File: config.mk
export PLATFORM = sky130hd
export DESIGN_NAME = peak_programme_meter_unit
export DESIGN_NICKNAME = d
export VERILOG_FILES = /design/src/hdl/ppm_pkg.sv /design/src/hdl/ppm_state_mem.sv /design/src/hdl/ppm_scale_mul.sv /design/src/hdl/peak_programme_meter_unit.sv
export SDC_FILE = /design/constraint.sdc
export NUM_CORES = 2
export LEC_CHECK = 0
export ABC_AREA = 1
export ABC_CLOCK_PERIOD_IN_PS = 21400
export BUFFER_PORTS_ARGS = -buffer_cell sky130_fd_sc_hd__buf_2
export CORE_MARGIN = 3
export CORE_UTILIZATION = 40
export DETAILED_ROUTE_END_ITERATION = 12
export HOLD_SLACK_MARGIN = 0.06
export PLACE_DENSITY = 0.61
export SYNTH_ARGS = -nofsm -noshare
export SYNTH_HDL_FRONTEND = slang
export SYNTH_SLANG_ARGS = --single-unit
File: constraint.sdc
create_clock -name clk -period 21.4 [get_ports clk]
set_input_delay 4.28 -clock clk [delete_from_list [all_inputs] [get_ports clk]]
set_output_delay 4.28 -clock clk [all_outputs]
set_load 0.02 [all_outputs]
File: src/hdl/ppm_pkg.sv
package ppm_pkg;

    localparam int CHANNELS_DEFAULT   = 8;
    localparam int COEFF_FRAC_DEFAULT = 24;

    localparam int CH_W        = 3;
    localparam int SAMPLE_W    = 16;
    localparam int MAG_W       = 17;
    localparam int LEVEL_W     = 40;
    localparam int LEVEL_FRAC  = 24;
    localparam int PEAK_W      = 16;
    localparam int REG_W       = 24;
    localparam int S_TDATA_W   = 24;
    localparam int M_TDATA_W   = 40;

    localparam logic [REG_W-1:0] ATTACK_RESET  = 24'd83486;
    localparam logic [REG_W-1:0] RELEASE_RESET = 24'd558;

    typedef enum logic [0:0] {
        REG_ATTACK  = 1'b0,
        REG_RELEASE = 1'b1
    } reg_index_t;

    typedef struct packed {
        logic [LEVEL_W-1:0] level;
        logic [PEAK_W-1:0]  peak;
    } entry_t;

endpackage

File: src/hdl/ppm_state_mem.sv
module ppm_state_mem #(
    parameter int DEPTH = ppm_pkg::CHANNELS_DEFAULT,
    parameter int AW    = 3
) (
    input  logic             clk,
    input  logic             rst_n,
    input  logic             rd_en,
    input  logic [AW-1:0]    rd_addr,
    output ppm_pkg::entry_t  rd_entry,
    input  logic             wr_en,
    input  logic [AW-1:0]    wr_addr,
    input  ppm_pkg::entry_t  wr_entry
);

    ppm_pkg::entry_t   mem [DEPTH];
    ppm_pkg::entry_t   rd_data_reg;
    logic [DEPTH-1:0]  valid_reg;
    logic              rd_valid_reg;

    always_ff @(posedge clk)
    begin
        if (wr_en)
        begin
            mem[wr_addr] <= wr_entry;
        end
        if (rd_en)
        begin
            rd_data_reg <= mem[rd_addr];
        end
    end

    // An entry that was never written since reset reads as zero.
    always_ff @(posedge clk or negedge rst_n)
    begin
        if (!rst_n)
        begin
            valid_reg    <= '0;
            rd_valid_reg <= 1'b0;
        end
        else
        begin
            if (wr_en)
            begin
                valid_reg[wr_addr] <= 1'b1;
            end
            if (rd_en)
            begin
                rd_valid_reg <= valid_reg[rd_addr];
            end
        end
    end

    assign rd_entry = rd_valid_reg ? rd_data_reg : '0;

endmodule

File: src/hdl/ppm_scale_mul.sv
module ppm_scale_mul #(
    parameter int COEFF_FRAC_BITS = ppm_pkg::COEFF_FRAC_DEFAULT,
    parameter int CW              = 25
) (
    input  logic                         clk,
    input  logic                         ld_part,
    input  logic [ppm_pkg::LEVEL_W-1:0]  a,
    input  logic [CW-1:0]                c,
    input  logic                         ld_sum,
    output logic [ppm_pkg::LEVEL_W-1:0]  prod
);

    localparam int HALF = ppm_pkg::LEVEL_W / 2;
    localparam int PW   = HALF + CW;
    localparam int SW   = ppm_pkg::LEVEL_W + CW;

    logic [PW-1:0]               hi_reg;
    logic [PW-1:0]               lo_reg;
    logic [ppm_pkg::LEVEL_W-1:0] prod_reg;
    logic [PW-1:0]               hi_next;
    logic [PW-1:0]               lo_next;
    logic [SW-1:0]               sum;
    logic [ppm_pkg::LEVEL_W-1:0] prod_next;

    // The 40-bit operand is split in halves so that each product is at most 20 by 25 bits.
    assign hi_next   = PW'(a[ppm_pkg::LEVEL_W-1:HALF]) * PW'(c);
    assign lo_next   = PW'(a[HALF-1:0]) * PW'(c);
    assign sum       = (SW'(hi_reg) << HALF) + SW'(lo_reg);
    assign prod_next = ppm_pkg::LEVEL_W'(sum >> COEFF_FRAC_BITS);

    always_ff @(posedge clk)
    begin
        if (ld_part)
        begin
            hi_reg <= hi_next;
            lo_reg <= lo_next;
        end
        if (ld_sum)
        begin
            prod_reg <= prod_next;
        end
    end

    assign prod = prod_reg;

endmodule

File: src/hdl/peak_programme_meter_unit.sv
// Multichannel peak meter with attack and release smoothing.
// Input channel s_*: s_tdata carries the channel number and a signed 16-bit sample,
// s_tlast marks the last word of a processing block and is passed through to m_tlast.
// Output channel m_*: one word per input word, in input order, carrying the channel,
// the integer part of the new level, a rising flag and the channel's held peak.
// The configuration port writes the attack and release coefficients; write it only
// while no word is in flight.
// Throughput: one word per cycle while the output is not stalled and no word names the
// channel of one of the words still ahead of it in the four pipeline stages.
// The state of each channel lives in a one-port-read, one-port-write memory and goes
// through a four-stage read, multiply, sum and update pipeline; a word whose channel
// is still in that pipeline waits.
// Reset clears all levels and held peaks at once and restores the default coefficients.
// When the receiver stalls, the output register holds its word and the stages behind
// it keep filling; input is refused once every stage is occupied, or earlier while the
// offered word's channel is still in the pipeline.
module peak_programme_meter_unit #(
    parameter int CHANNELS        = ppm_pkg::CHANNELS_DEFAULT,
    parameter int COEFF_FRAC_BITS = ppm_pkg::COEFF_FRAC_DEFAULT
) (
    input  logic                           clk,
    input  logic                           rst_n,
    input  logic                           s_tvalid,
    output logic                           s_tready,
    input  logic [ppm_pkg::S_TDATA_W-1:0]  s_tdata,  // channel[2:0], sample[18:3]
    input  logic                           s_tlast,
    output logic                           m_tvalid,
    input  logic                           m_tready,
    // out_channel[2:0], level[18:3], rising[19], held_peak[35:20]
    output logic [ppm_pkg::M_TDATA_W-1:0]  m_tdata,
    output logic                           m_tlast,
    input  logic                           cfg_we,
    input  logic                           cfg_index,
    input  logic [ppm_pkg::REG_W-1:0]      cfg_data
);

    localparam int AW   = (CHANNELS > 1) ? $clog2(CHANNELS) : 1;
    localparam int CW   = COEFF_FRAC_BITS + 1;
    localparam int CMPW = (CW > ppm_pkg::REG_W) ? CW : ppm_pkg::REG_W;
    localparam logic [CMPW-1:0] ONE_EXT = CMPW'(1) << COEFF_FRAC_BITS;
    localparam logic [CW-1:0]   ONE_C   = CW'(1) << COEFF_FRAC_BITS;
    localparam int LW = ppm_pkg::LEVEL_W;
    localparam int LF = ppm_pkg::LEVEL_FRAC;
    localparam int PKW = ppm_pkg::PEAK_W;

    typedef struct packed {
        logic [ppm_pkg::CH_W-1:0] ch;
        logic                     be;
        logic                     inr;
        logic                     atk;
        logic [LW-1:0]            prev;
        logic [PKW-1:0]           peak;
    } meta_t;

    logic [ppm_pkg::REG_W-1:0] atk_reg;
    logic [ppm_pkg::REG_W-1:0] rel_reg;

    always_ff @(posedge clk or negedge rst_n)
    begin
        if (!rst_n)
        begin
            atk_reg <= ppm_pkg::ATTACK_RESET;
            rel_reg <= ppm_pkg::RELEASE_RESET;
        end
        else if (cfg_we)
        begin
            case (cfg_index)
                ppm_pkg::REG_ATTACK:  atk_reg <= cfg_data;
                ppm_pkg::REG_RELEASE: rel_reg <= cfg_data;
                default:              ;
            endcase
        end
    end

    logic [CMPW-1:0] atk_ext;
    logic [CMPW-1:0] rel_ext;
    logic [CW-1:0]   atk_c;
    logic [CW-1:0]   rel_c;
    logic [CW-1:0]   rel_factor;

    assign atk_ext    = CMPW'(atk_reg);
    assign rel_ext    = CMPW'(rel_reg);
    assign atk_c      = (atk_ext > ONE_EXT) ? ONE_C : CW'(atk_ext);
    assign rel_c      = (rel_ext > ONE_EXT) ? ONE_C : CW'(rel_ext);
    assign rel_factor = ONE_C - rel_c;

    logic [ppm_pkg::CH_W-1:0]     in_ch;
    logic [ppm_pkg::SAMPLE_W-1:0] in_sample;
    logic                         in_inr;

    assign in_ch     = s_tdata[ppm_pkg::CH_W-1:0];
    assign in_sample = s_tdata[ppm_pkg::CH_W +: ppm_pkg::SAMPLE_W];
    assign in_inr    = (32'(in_ch) < 32'(CHANNELS));

    logic v1_reg, v2_reg, v3_reg, v4_reg, out_v_reg;
    logic ld1, ld2, ld3, ld4, ld_out;
    logic hazard;
    logic accept;

    logic [ppm_pkg::CH_W-1:0]  ch1_reg;
    logic [ppm_pkg::MAG_W-1:0] mag1_reg;
    logic                      be1_reg;
    logic                      inr1_reg;
    meta_t                     meta2_reg;
    meta_t                     meta3_reg;
    meta_t                     meta4_reg;
    logic [LW-1:0]             a2_reg;
    logic [CW-1:0]             c2_reg;

    assign ld_out = !out_v_reg || m_tready;
    assign ld4    = !v4_reg || ld_out;
    assign ld3    = !v3_reg || ld4;
    assign ld2    = !v2_reg || ld3;
    assign ld1    = !v1_reg || ld2;

    // A word may not read a channel whose update is still in the pipeline.
    assign hazard = in_inr && (
        (v1_reg && inr1_reg && (ch1_reg == in_ch)) ||
        (v2_reg && meta2_reg.inr && (meta2_reg.ch == in_ch)) ||
        (v3_reg && meta3_reg.inr && (meta3_reg.ch == in_ch)) ||
        (v4_reg && meta4_reg.inr && (meta4_reg.ch == in_ch)));

    assign s_tready = ld1 && !hazard;
    assign accept   = s_tvalid && s_tready;

    logic [ppm_pkg::MAG_W-1:0] mag_next;

    assign mag_next = in_sample[ppm_pkg::SAMPLE_W-1]
                    ? (ppm_pkg::MAG_W'(17'h10000) - ppm_pkg::MAG_W'(in_sample))
                    : ppm_pkg::MAG_W'(in_sample);

    ppm_pkg::entry_t rd_entry;
    ppm_pkg::entry_t wr_entry;
    logic            wr_en;

    ppm_state_mem #(
        .DEPTH (CHANNELS),
        .AW    (AW)
    ) u_mem (
        .clk      (clk),
        .rst_n    (rst_n),
        .rd_en    (accept && in_inr),
        .rd_addr  (AW'(in_ch)),
        .rd_entry (rd_entry),
        .wr_en    (wr_en),
        .wr_addr  (AW'(meta4_reg.ch)),
        .wr_entry (wr_entry)
    );

    logic [LW-1:0] m1;
    logic          atk1;
    meta_t         meta2_next;
    logic [LW-1:0] a2_next;
    logic [CW-1:0] c2_next;

    assign m1   = LW'(mag1_reg) << LF;
    assign atk1 = !(rd_entry.level > m1);

    always_comb
    begin
        meta2_next.ch   = ch1_reg;
        meta2_next.be   = be1_reg;
        meta2_next.inr  = inr1_reg;
        meta2_next.atk  = atk1;
        meta2_next.prev = rd_entry.level;
        meta2_next.peak = rd_entry.peak;
        a2_next         = atk1 ? (m1 - rd_entry.level) : rd_entry.level;
        c2_next         = atk1 ? atk_c : rel_factor;
    end

    logic [LW-1:0] prod;

    ppm_scale_mul #(
        .COEFF_FRAC_BITS (COEFF_FRAC_BITS),
        .CW              (CW)
    ) u_mul (
        .clk     (clk),
        .ld_part (ld3 && v2_reg),
        .a       (a2_reg),
        .c       (c2_reg),
        .ld_sum  (ld4 && v3_reg),
        .prod    (prod)
    );

    logic [LW-1:0]               level_next;
    logic                        rise;
    logic [PKW-1:0]              peak_next;
    logic [ppm_pkg::M_TDATA_W-1:0] out_tdata_next;
    logic [ppm_pkg::M_TDATA_W-1:0] out_tdata_reg;
    logic                        out_tlast_reg;

    always_comb
    begin
        level_next = meta4_reg.atk ? (meta4_reg.prev + prod) : prod;
        rise       = meta4_reg.inr && meta4_reg.atk && (prod != '0);
        peak_next  = rise ? level_next[LF +: PKW] : meta4_reg.peak;
        out_tdata_next = '0;
        out_tdata_next[ppm_pkg::CH_W-1:0] = meta4_reg.ch;
        if (meta4_reg.inr)
        begin
            out_tdata_next[18:3]  = level_next[LF +: PKW];
            out_tdata_next[19]    = rise;
            out_tdata_next[35:20] = peak_next;
        end
    end

    assign wr_en          = v4_reg && ld_out && meta4_reg.inr;
    assign wr_entry.level = level_next;
    assign wr_entry.peak  = peak_next;

    always_ff @(posedge clk or negedge rst_n)
    begin
        if (!rst_n)
        begin
            v1_reg    <= 1'b0;
            v2_reg    <= 1'b0;
            v3_reg    <= 1'b0;
            v4_reg    <= 1'b0;
            out_v_reg <= 1'b0;
        end
        else
        begin
            if (ld1)
            begin
                v1_reg <= accept;
            end
            if (ld2)
            begin
                v2_reg <= v1_reg;
            end
            if (ld3)
            begin
                v3_reg <= v2_reg;
            end
            if (ld4)
            begin
                v4_reg <= v3_reg;
            end
            if (ld_out)
            begin
                out_v_reg <= v4_reg;
            end
        end
    end

    always_ff @(posedge clk)
    begin
        if (accept)
        begin
            ch1_reg  <= in_ch;
            mag1_reg <= mag_next;
            be1_reg  <= s_tlast;
            inr1_reg <= in_inr;
        end
        if (ld2 && v1_reg)
        begin
            meta2_reg <= meta2_next;
            a2_reg    <= a2_next;
            c2_reg    <= c2_next;
        end
        if (ld3 && v2_reg)
        begin
            meta3_reg <= meta2_reg;
        end
        if (ld4 && v3_reg)
        begin
            meta4_reg <= meta3_reg;
        end
        if (ld_out && v4_reg)
        begin
            out_tdata_reg <= out_tdata_next;
            out_tlast_reg <= meta4_reg.be;
        end
    end

    assign m_tvalid = out_v_reg;
    assign m_tdata  = out_tdata_reg;
    assign m_tlast  = out_tlast_reg;

endmodule

### Word level (Yosys, flattened, before mapping)

Memory sizes are Yosys's and may differ from the RTL's. A register that Yosys moved wholly into a read port is not among the register bits.
Index checks and enable logic that the tools add are counted.

| storage, ports and cells | value |
|---|---|
| memories | 1 |
| bits in latches | 0 |
| memory bits (writable) | 448 |
| bits of input ports | 55 |
| ROM bits | 0 |
| word-level logic and storage cells | 100 |
| register bits after elaboration | 496 |
| output and inout port bits | 43 |

| cells by class | value |
|---|---|
| add/sub/neg operators | 5 |
| shifts and indexed selects | 0 |
| muxes and demuxes | 14 |
| equal/unequal tests | 4 |
| div/mod/pow operators | 0 |
| $lt $le $gt $ge | 6 |
| reductions and logical operators | 30 |
| bitwise gates (word level) | 2 |
| $mul | 2 |

Memory list:

| name | depth | bits a word | read ports | clocked after Yosys merged registers in | wr ports | RTL line | RTL |
|---|---|---|---|---|---|---|---|
| u_mem.mem | 8 | 56 | 1 | 1 | 1 | ppm_state_mem.sv:15 | `ppm_pkg::entry_t mem [DEPTH];` |

Operator list:

| operator | number |
|---|---|
| two-way mux 40 bit | 2 |
| two-way mux 25 bit | 3 |
| adder 64 x 45 -> 64 bit | 1 |
| two-way mux 56 bit | 1 |
| greater-than comparator 24 x 25 -> 1 bit, second input constant | 2 |
| multiplier 20 x 25 -> 45 bit | 1 |
| multiplier 20 x 25 -> 44 bit | 1 |
| adder 40 bit | 1 |
| greater-than comparator 40 bit | 1 |
| nonzero test 40 bit | 1 |
| subtractor 40 bit | 1 |
| subtractor 25 bit, first input constant | 1 |
| two-way mux 16 bit | 1 |
| subtractor 1 x 16 -> 16 bit, first input constant | 1 |
| two-way mux 15 bit | 1 |
| == test 3 bit | 4 |
| logical AND 1 bit | 12 |
| logical OR 1 bit | 8 |
| less-than comparator 3 x 4 -> 1 bit, second input constant | 2 |
| bitwise OR 8 bit | 1 |
| zero test 1 bit | 7 |
| two-way mux 1 bit | 4 |
| AND reduction 2 bit | 2 |
| binary-select mux 1 bit (select 3 bit) | 1 |
| other kinds (3) | 3 |

### Depth between registers and ports, before layout

| logic depth | value |
|---|---|
| depth after elaboration | 8 |
| gate-level depth with buffers | 30 |
| mapped depth without buffers | 28 |

### Cells and area by module

From an unflattened synthesis, not the netlist that was laid out.

| unflattened totals | value |
|---|---|
| cells, all modules | 8654 |
| area, all modules | 77907.2 um2 |

By module, submodules not included:

| module | instances | sequential area each (um2) | area each (um2) | cells an instance |
|---|---|---|---|---|
| ppm_scale_mul | 1 | 3273.1 | 39953.3 | 5235 |
| ppm_state_mem | 1 | 15359.7 | 19935.4 | 1556 |
| peak_programme_meter_unit | 1 | 10471.3 | 18018.5 | 1863 |

### Worst setup path after synthesis

OpenSTA, ideal clock, no wires.

| timing | value |
|---|---|
| kind | input -> register |
| start | in m_tready |
| end | reg a2_reg[10], enable pin |
| stages on the path | 6 |
| buffers on the path | 0 |
| data required time | 20.749 ns |
| path slack | 10.189 ns |
| data arrival time | 10.561 ns |
| library setup time | 0.651 ns |
| path through | nor2_1 > inv_1 > nor2_1 > inv_1 > nor2_1 > a21oi_1 |

| on the way | value |
|---|---|
| longest elaborated chain between the ends | 5 |

Ends and longest elaborated chain:

| what | RTL line | RTL |
|---|---|---|
| from (decl) | peak_programme_meter_unit.sv:28 | `input logic m_tready,` |
| logical OR 1 bit | peak_programme_meter_unit.sv:110 | `assign ld_out = !out_v_reg \|\| m_tready;` |
| logical OR 1 bit | peak_programme_meter_unit.sv:111 | `assign ld4 = !v4_reg \|\| ld_out;` |
| logical OR 1 bit | peak_programme_meter_unit.sv:112 | `assign ld3 = !v3_reg \|\| ld4;` |
| logical OR 1 bit | peak_programme_meter_unit.sv:113 | `assign ld2 = !v2_reg \|\| ld3;` |
| logical AND 1 bit | peak_programme_meter_unit.sv:255 | `if (ld2 && v1_reg)` |
| to (signal assigned) | peak_programme_meter_unit.sv:258 | `a2_reg <= a2_next;` |
| to (decl) | peak_programme_meter_unit.sv:107 | `logic [LW-1:0] a2_reg;` |

No other way between the ends.
A chain may end at the register's enable or synchronous reset.

### Worst setup path in the final report

| timing | value |
|---|---|
| start | in s_tdata[1] in the netlist's numbering |
| end | out s_tready |

| on the way | value |
|---|---|
| longest elaborated chain between the ends | 7 |
| elaborated cells between the ends (all ways) | 13 |
| those cells by class | eq/ne: 4; reduce/logical: 9 |

Ends and longest elaborated chain:

| what | RTL line | RTL |
|---|---|---|
| from (decl) | peak_programme_meter_unit.sv:25 | `input logic [ppm_pkg::S_TDATA_W-1:0] s_tdata,` |
| == test 3 bit, on equally long branches | peak_programme_meter_unit.sv:118, peak_programme_meter_unit.sv:119 |  |
| logical AND 1 bit, on equally long branches | peak_programme_meter_unit.sv:118, peak_programme_meter_unit.sv:119 |  |
| logical OR 1 bit | peak_programme_meter_unit.sv:118 | `(v1_reg && inr1_reg && (ch1_reg == in_ch)) \|\|` |
| logical OR 1 bit | peak_programme_meter_unit.sv:119 | `(v2_reg && meta2_reg.inr && (meta2_reg.ch == in_ch)) \|\|` |
| logical OR 1 bit * | peak_programme_meter_unit.sv:120 | `(v3_reg && meta3_reg.inr && (meta3_reg.ch == in_ch)) \|\|` |
| zero test 1 bit * | peak_programme_meter_unit.sv:123 | `assign s_tready = ld1 && !hazard;` |
| logical AND 1 bit * | peak_programme_meter_unit.sv:123 |  |
| to (decl) | peak_programme_meter_unit.sv:24 | `output logic s_tready,` |

Every way passes the cells marked *; elsewhere a longest branch is shown, timed or not.

==> flow_summary.rst <==
.. list-table::
   :header-rows: 1

   * - Metric
     - Value
   * - Result of the run
     - completed
   * - Worst-path cell with the longest stage delay
     - sky130_fd_sc_hd__buf_4
   * - CP startpoint kind
     - input port
   * - Fraction of registers with async set/reset
     - 6.333%
   * - Placed cell area
     - 79880 um^2
   * - Worst setup endpoint
     - s_tready
   * - Number of cells on the worst reg-to-reg path
     - 24
   * - TritonRoute pass-1 iters
     - 6
   * - Reg-to-reg setup timing slack
     - 14280 ps
   * - Number of buffers inserted for hold repair after clock tree synthesis
     - 0
   * - Critical R2R Launch
     - c2_reg[9]$_DFFE_PP_
   * - CTS H-Tree Depth
     - 3
   * - Top post-synthesis cells by area
     - sky130_fd_sc_hd__edfxtp_1, sky130_fd_sc_hd__fa_1, sky130_fd_sc_hd__nand2_1, sky130_fd_sc_hd__inv_1, sky130_fd_sc_hd__ha_1
   * - Top reg by flops
     - u_mem.mem
   * - Final hold vios
     - 0
   * - Netlist cell types
     - 45
   * - Area fraction of the dominant cell type after synthesis
     - 35.84%
   * - Most frequent standard cell in the layout excluding fill and tap cells
     - sky130_fd_sc_hd__nand2_1
   * - Crit path DAT
     - roughly 6800 ps
   * - Worst R2R End
     - u_mul.hi_reg[33]$_DFFE_PP_
   * - Slew at the pin with the worst max-slew slack
     - 1244 ps
   * - Total wirelength of the detailed-routed design
     - 206300 um
   * - Final Max Tran Viols
     - 0
   * - Setup Total Neg Slack
     - 0 ps
   * - Drc violations
     - 0
   * - Highest-count cells in the layout ignoring fill and taps
     - sky130_fd_sc_hd__nand2_1, sky130_fd_sc_hd__inv_1, sky130_fd_sc_hd__edfxtp_1, sky130_fd_sc_hd__fa_1, sky130_fd_sc_hd__nor2_1
   * - Critical path startpoint
     - s_tdata[1]
   * - Number of flip-flops and latches in the synthesized netlist
     - between 900 and 1000
   * - Number of clock sinks
     - 979
   * - Clock tree buffer depth
     - 3
   * - CTS tree
     - done
   * - # port buffers
     - 88
   * - Starting Density
     - 40.31%
   * - Global-route usage over all layers
     - 21.04%
   * - Clock buffers created by TritonCTS
     - 95
   * - Routed WL per cell
     - ~19 um
   * - CP max FO
     - 62
   * - Count of yosys warnings during synthesis
     - 0
   * - Number of antenna violations at the first check in global routing
     - 4
   * - Worst-path clk slew
     - roughly 60 ps
   * - Count of maximum capacitance violations
     - 0
   * - Clock period minus worst slack
     - 11080 ps
   * - Cell chain of the critical path
     - buf_4 > inv_4 > buf_4 > nand2_1 > nand3_1 > nor3_1 > a21o_1 > nor3_2 > buf_2
   * - Top_reg_cell synth
     - sky130_fd_sc_hd__edfxtp_1
   * - Synthesized area per cell
     - just over 9 um^2
   * - Fmax
     - 90.23 MHz
   * - Clock latency reported for the late side of the worst-skew pair
     - 730 ps
   * - Start-to-end type of the worst setup path
     - input port to output pin
   * - Instance count after placement with tap cells included
     - 10790
   * - First-pass GRT wire length
     - 325800 um
   * - Largest net degree at the start of global routing
     - 143
   * - Nature of the critical path endpoint
     - output pin
   * - Die Width
     - 444.3 um
   * - Relative area change from synthesis to final layout
     - 8.424%
   * - Share of synthesized area occupied by flip-flops and latches
     - 37.88%
   * - Die height
     - 444.3 um
   * - Dominant cell type by area after synthesis
     - sky130_fd_sc_hd__edfxtp_1
   * - Post-synth design cell area
     - between 70000 and 80000 um^2
   * - Worst-case clock skew
     - 74.54 ps
   * - Count of non-filler cells in the finished layout
     - between 10000 and 15000
   * - Grt total ovfl
     - 0
   * - Setup repair after global routing missed its margin
     - no
   * - Count of boundary I/O pins
     - 98
   * - Antenna Violating Nets Remaining
     - 0
   * - Worst slack, placed
     - roughly 10000 ps
   * - Detailed Route Iter0 Violations
     - 4027
   * - Number of synthesized flops with an enable pin
     - between 900 and 1000
   * - Setup bufs post-CTS
     - 0
   * - DR vias/cell
     - roughly 5.1
   * - Slew Limit Headroom
     - 16.20%
   * - Hpwl dp
     - roughly 150000 um
   * - CTS Root Buffer Type
     - sky130_fd_sc_hd__clkbuf_16
   * - CP max stage delay
     - 740 ps
   * - Layout net count
     - ~9600
   * - Vias in the first global route
     - 57190
   * - Worst path setup slack after routing
     - 10320 ps
   * - Core Region
     - around 190000 um^2
   * - Data required time at the worst endpoint
     - 17120 ps
   * - Total via count after detailed routing
     - 55530
   * - Setup Viol. Count Final
     - 0
   * - Final critical-path share of the clock period
     - between 50% and 60%
   * - Share of cells above drive strength 1
     - 4.659%
   * - Area of the die
     - 197400 um^2
   * - Most Frequent Cell on Critical Path
     - sky130_fd_sc_hd__buf_4
   * - Routability-driven placement congestion ratio
     - between 0.9 and 1
   * - Post-route standard cell area excluding fillers
     - 83300 um^2
   * - Cells resized by post-CTS repair
     - 0
   * - Standard-cell rows
     - 160
   * - Hold crit path type
     - register to register
   * - Max reg flops
     - 448
   * - Count of mapped cells out of synthesis
     - roughly 8400
## critical path: cells and delay by family
family,cells,cell delay [ps]
and+or+nand+nor,4,440
AOI/OAI and AO/OA,1,160
buffers and inverters,4,1910
## how the worst min path moves through the flow
stage,start,cells past startpoint,slack [ps],end
after global placement,meta2_reg[8]$_SDFFCE_PN0P_,0,400,meta3_reg[8]$_DFFE_PP_
after CTS,meta3_reg[53]$_DFFE_PP_,0,370,meta4_reg[53]$_DFFE_PP_
after detailed placement,meta2_reg[10]$_SDFFCE_PN0P_,0,400,meta3_reg[10]$_DFFE_PP_
after global routing,meta3_reg[53]$_DFFE_PP_,0,390,meta4_reg[53]$_DFFE_PP_
after floorplan,meta4_reg[58]$_DFFE_PP_,0,400,m_tlast$_DFFE_PP_
final,meta3_reg[53]$_DFFE_PP_,0,370,meta4_reg[53]$_DFFE_PP_
## cells by family (layout without fill, tap and decap cells)
group | Yosys count | count (layout) | synth area share, %
AOI/OAI and AO/OA | 872 | 872 | 6.157
DFF | 979 | 979 | 37.88
xor gates and xnor gates | 183 | 183 | 2.086
adders and majority gates | 1204 | 1204 | 27.61
buffers and inverters | 2096 | 2113 | 10.37
and+or+nand+nor | 3101 | 3101 | 15.89
other | 1 | 5 | 0.004881
## layout make-up
class / instances / area (um^2)
sequential: 979 / 29110
inverter: 1745 / 6569
clock inverter: 63 / 892.1
fill: 18560 / 107300
clock buffer: 116 / 2529
timing repair buffer: 189 / 1207
multi-input combinational: 5364 / 39850
antenna: 1 / 2.502
tap: 2511 / 3142
## per-stage QoR
| stage | hold WS [ps] | utilization, % |
|---|---|---|
| after global routing | 385.9 | 43.71 |
| after global placement | 400.1 | 41.91 |
| after detailed placement | 404.5 | 41.91 |
| final | 366.8 | 43.71 |
| after floorplan | 400.3 | - |
| after CTS | 365.6 | 43.71 |
## metal layers
metal | global-route usage (%) | up-vias | wire length (um)
met3 | 2.367 | 296 | 12550
li1 | - | 25990 | -
met5 | 0 | - | 0
met1 | 28.43 | 27530 | 88830
met2 | 35.95 | 1718 | 99660
met4 | 5.744 | 0 | 5266
## cell usage after synthesis, types with 3 or more instances
cell and count:
sky130_fd_sc_hd__nand2_1 1958, sky130_fd_sc_hd__inv_1 1741, sky130_fd_sc_hd__edfxtp_1 917, sky130_fd_sc_hd__fa_1 819, sky130_fd_sc_hd__nor2_1 807, sky130_fd_sc_hd__o21ai_0 453, sky130_fd_sc_hd__ha_1 385, sky130_fd_sc_hd__clkbuf_1 302
sky130_fd_sc_hd__a21oi_1 204, sky130_fd_sc_hd__nand3_1 181, sky130_fd_sc_hd__xor2_1 123, sky130_fd_sc_hd__a31oi_1 76, sky130_fd_sc_hd__nor3_1 61, sky130_fd_sc_hd__xnor2_1 60, sky130_fd_sc_hd__o22ai_1 59, sky130_fd_sc_hd__dfrtp_1 49
sky130_fd_sc_hd__nand4_1 39, sky130_fd_sc_hd__o21bai_1 28, sky130_fd_sc_hd__a21o_1 20, sky130_fd_sc_hd__buf_1 20, sky130_fd_sc_hd__or2_2 15, sky130_fd_sc_hd__o21a_1 14, sky130_fd_sc_hd__dfstp_2 13, sky130_fd_sc_hd__buf_2 12
sky130_fd_sc_hd__buf_4 12, sky130_fd_sc_hd__nand3b_1 12, sky130_fd_sc_hd__nor4_1 11, sky130_fd_sc_hd__a21boi_0 8, sky130_fd_sc_hd__and3_1 6, sky130_fd_sc_hd__buf_6 5, sky130_fd_sc_hd__and2_1 4, sky130_fd_sc_hd__inv_2 3
sky130_fd_sc_hd__o21ai_1 3
Power is not shown: default switching activity piles up to over one toggle a cycle in this logic, so the estimate is an artifact.
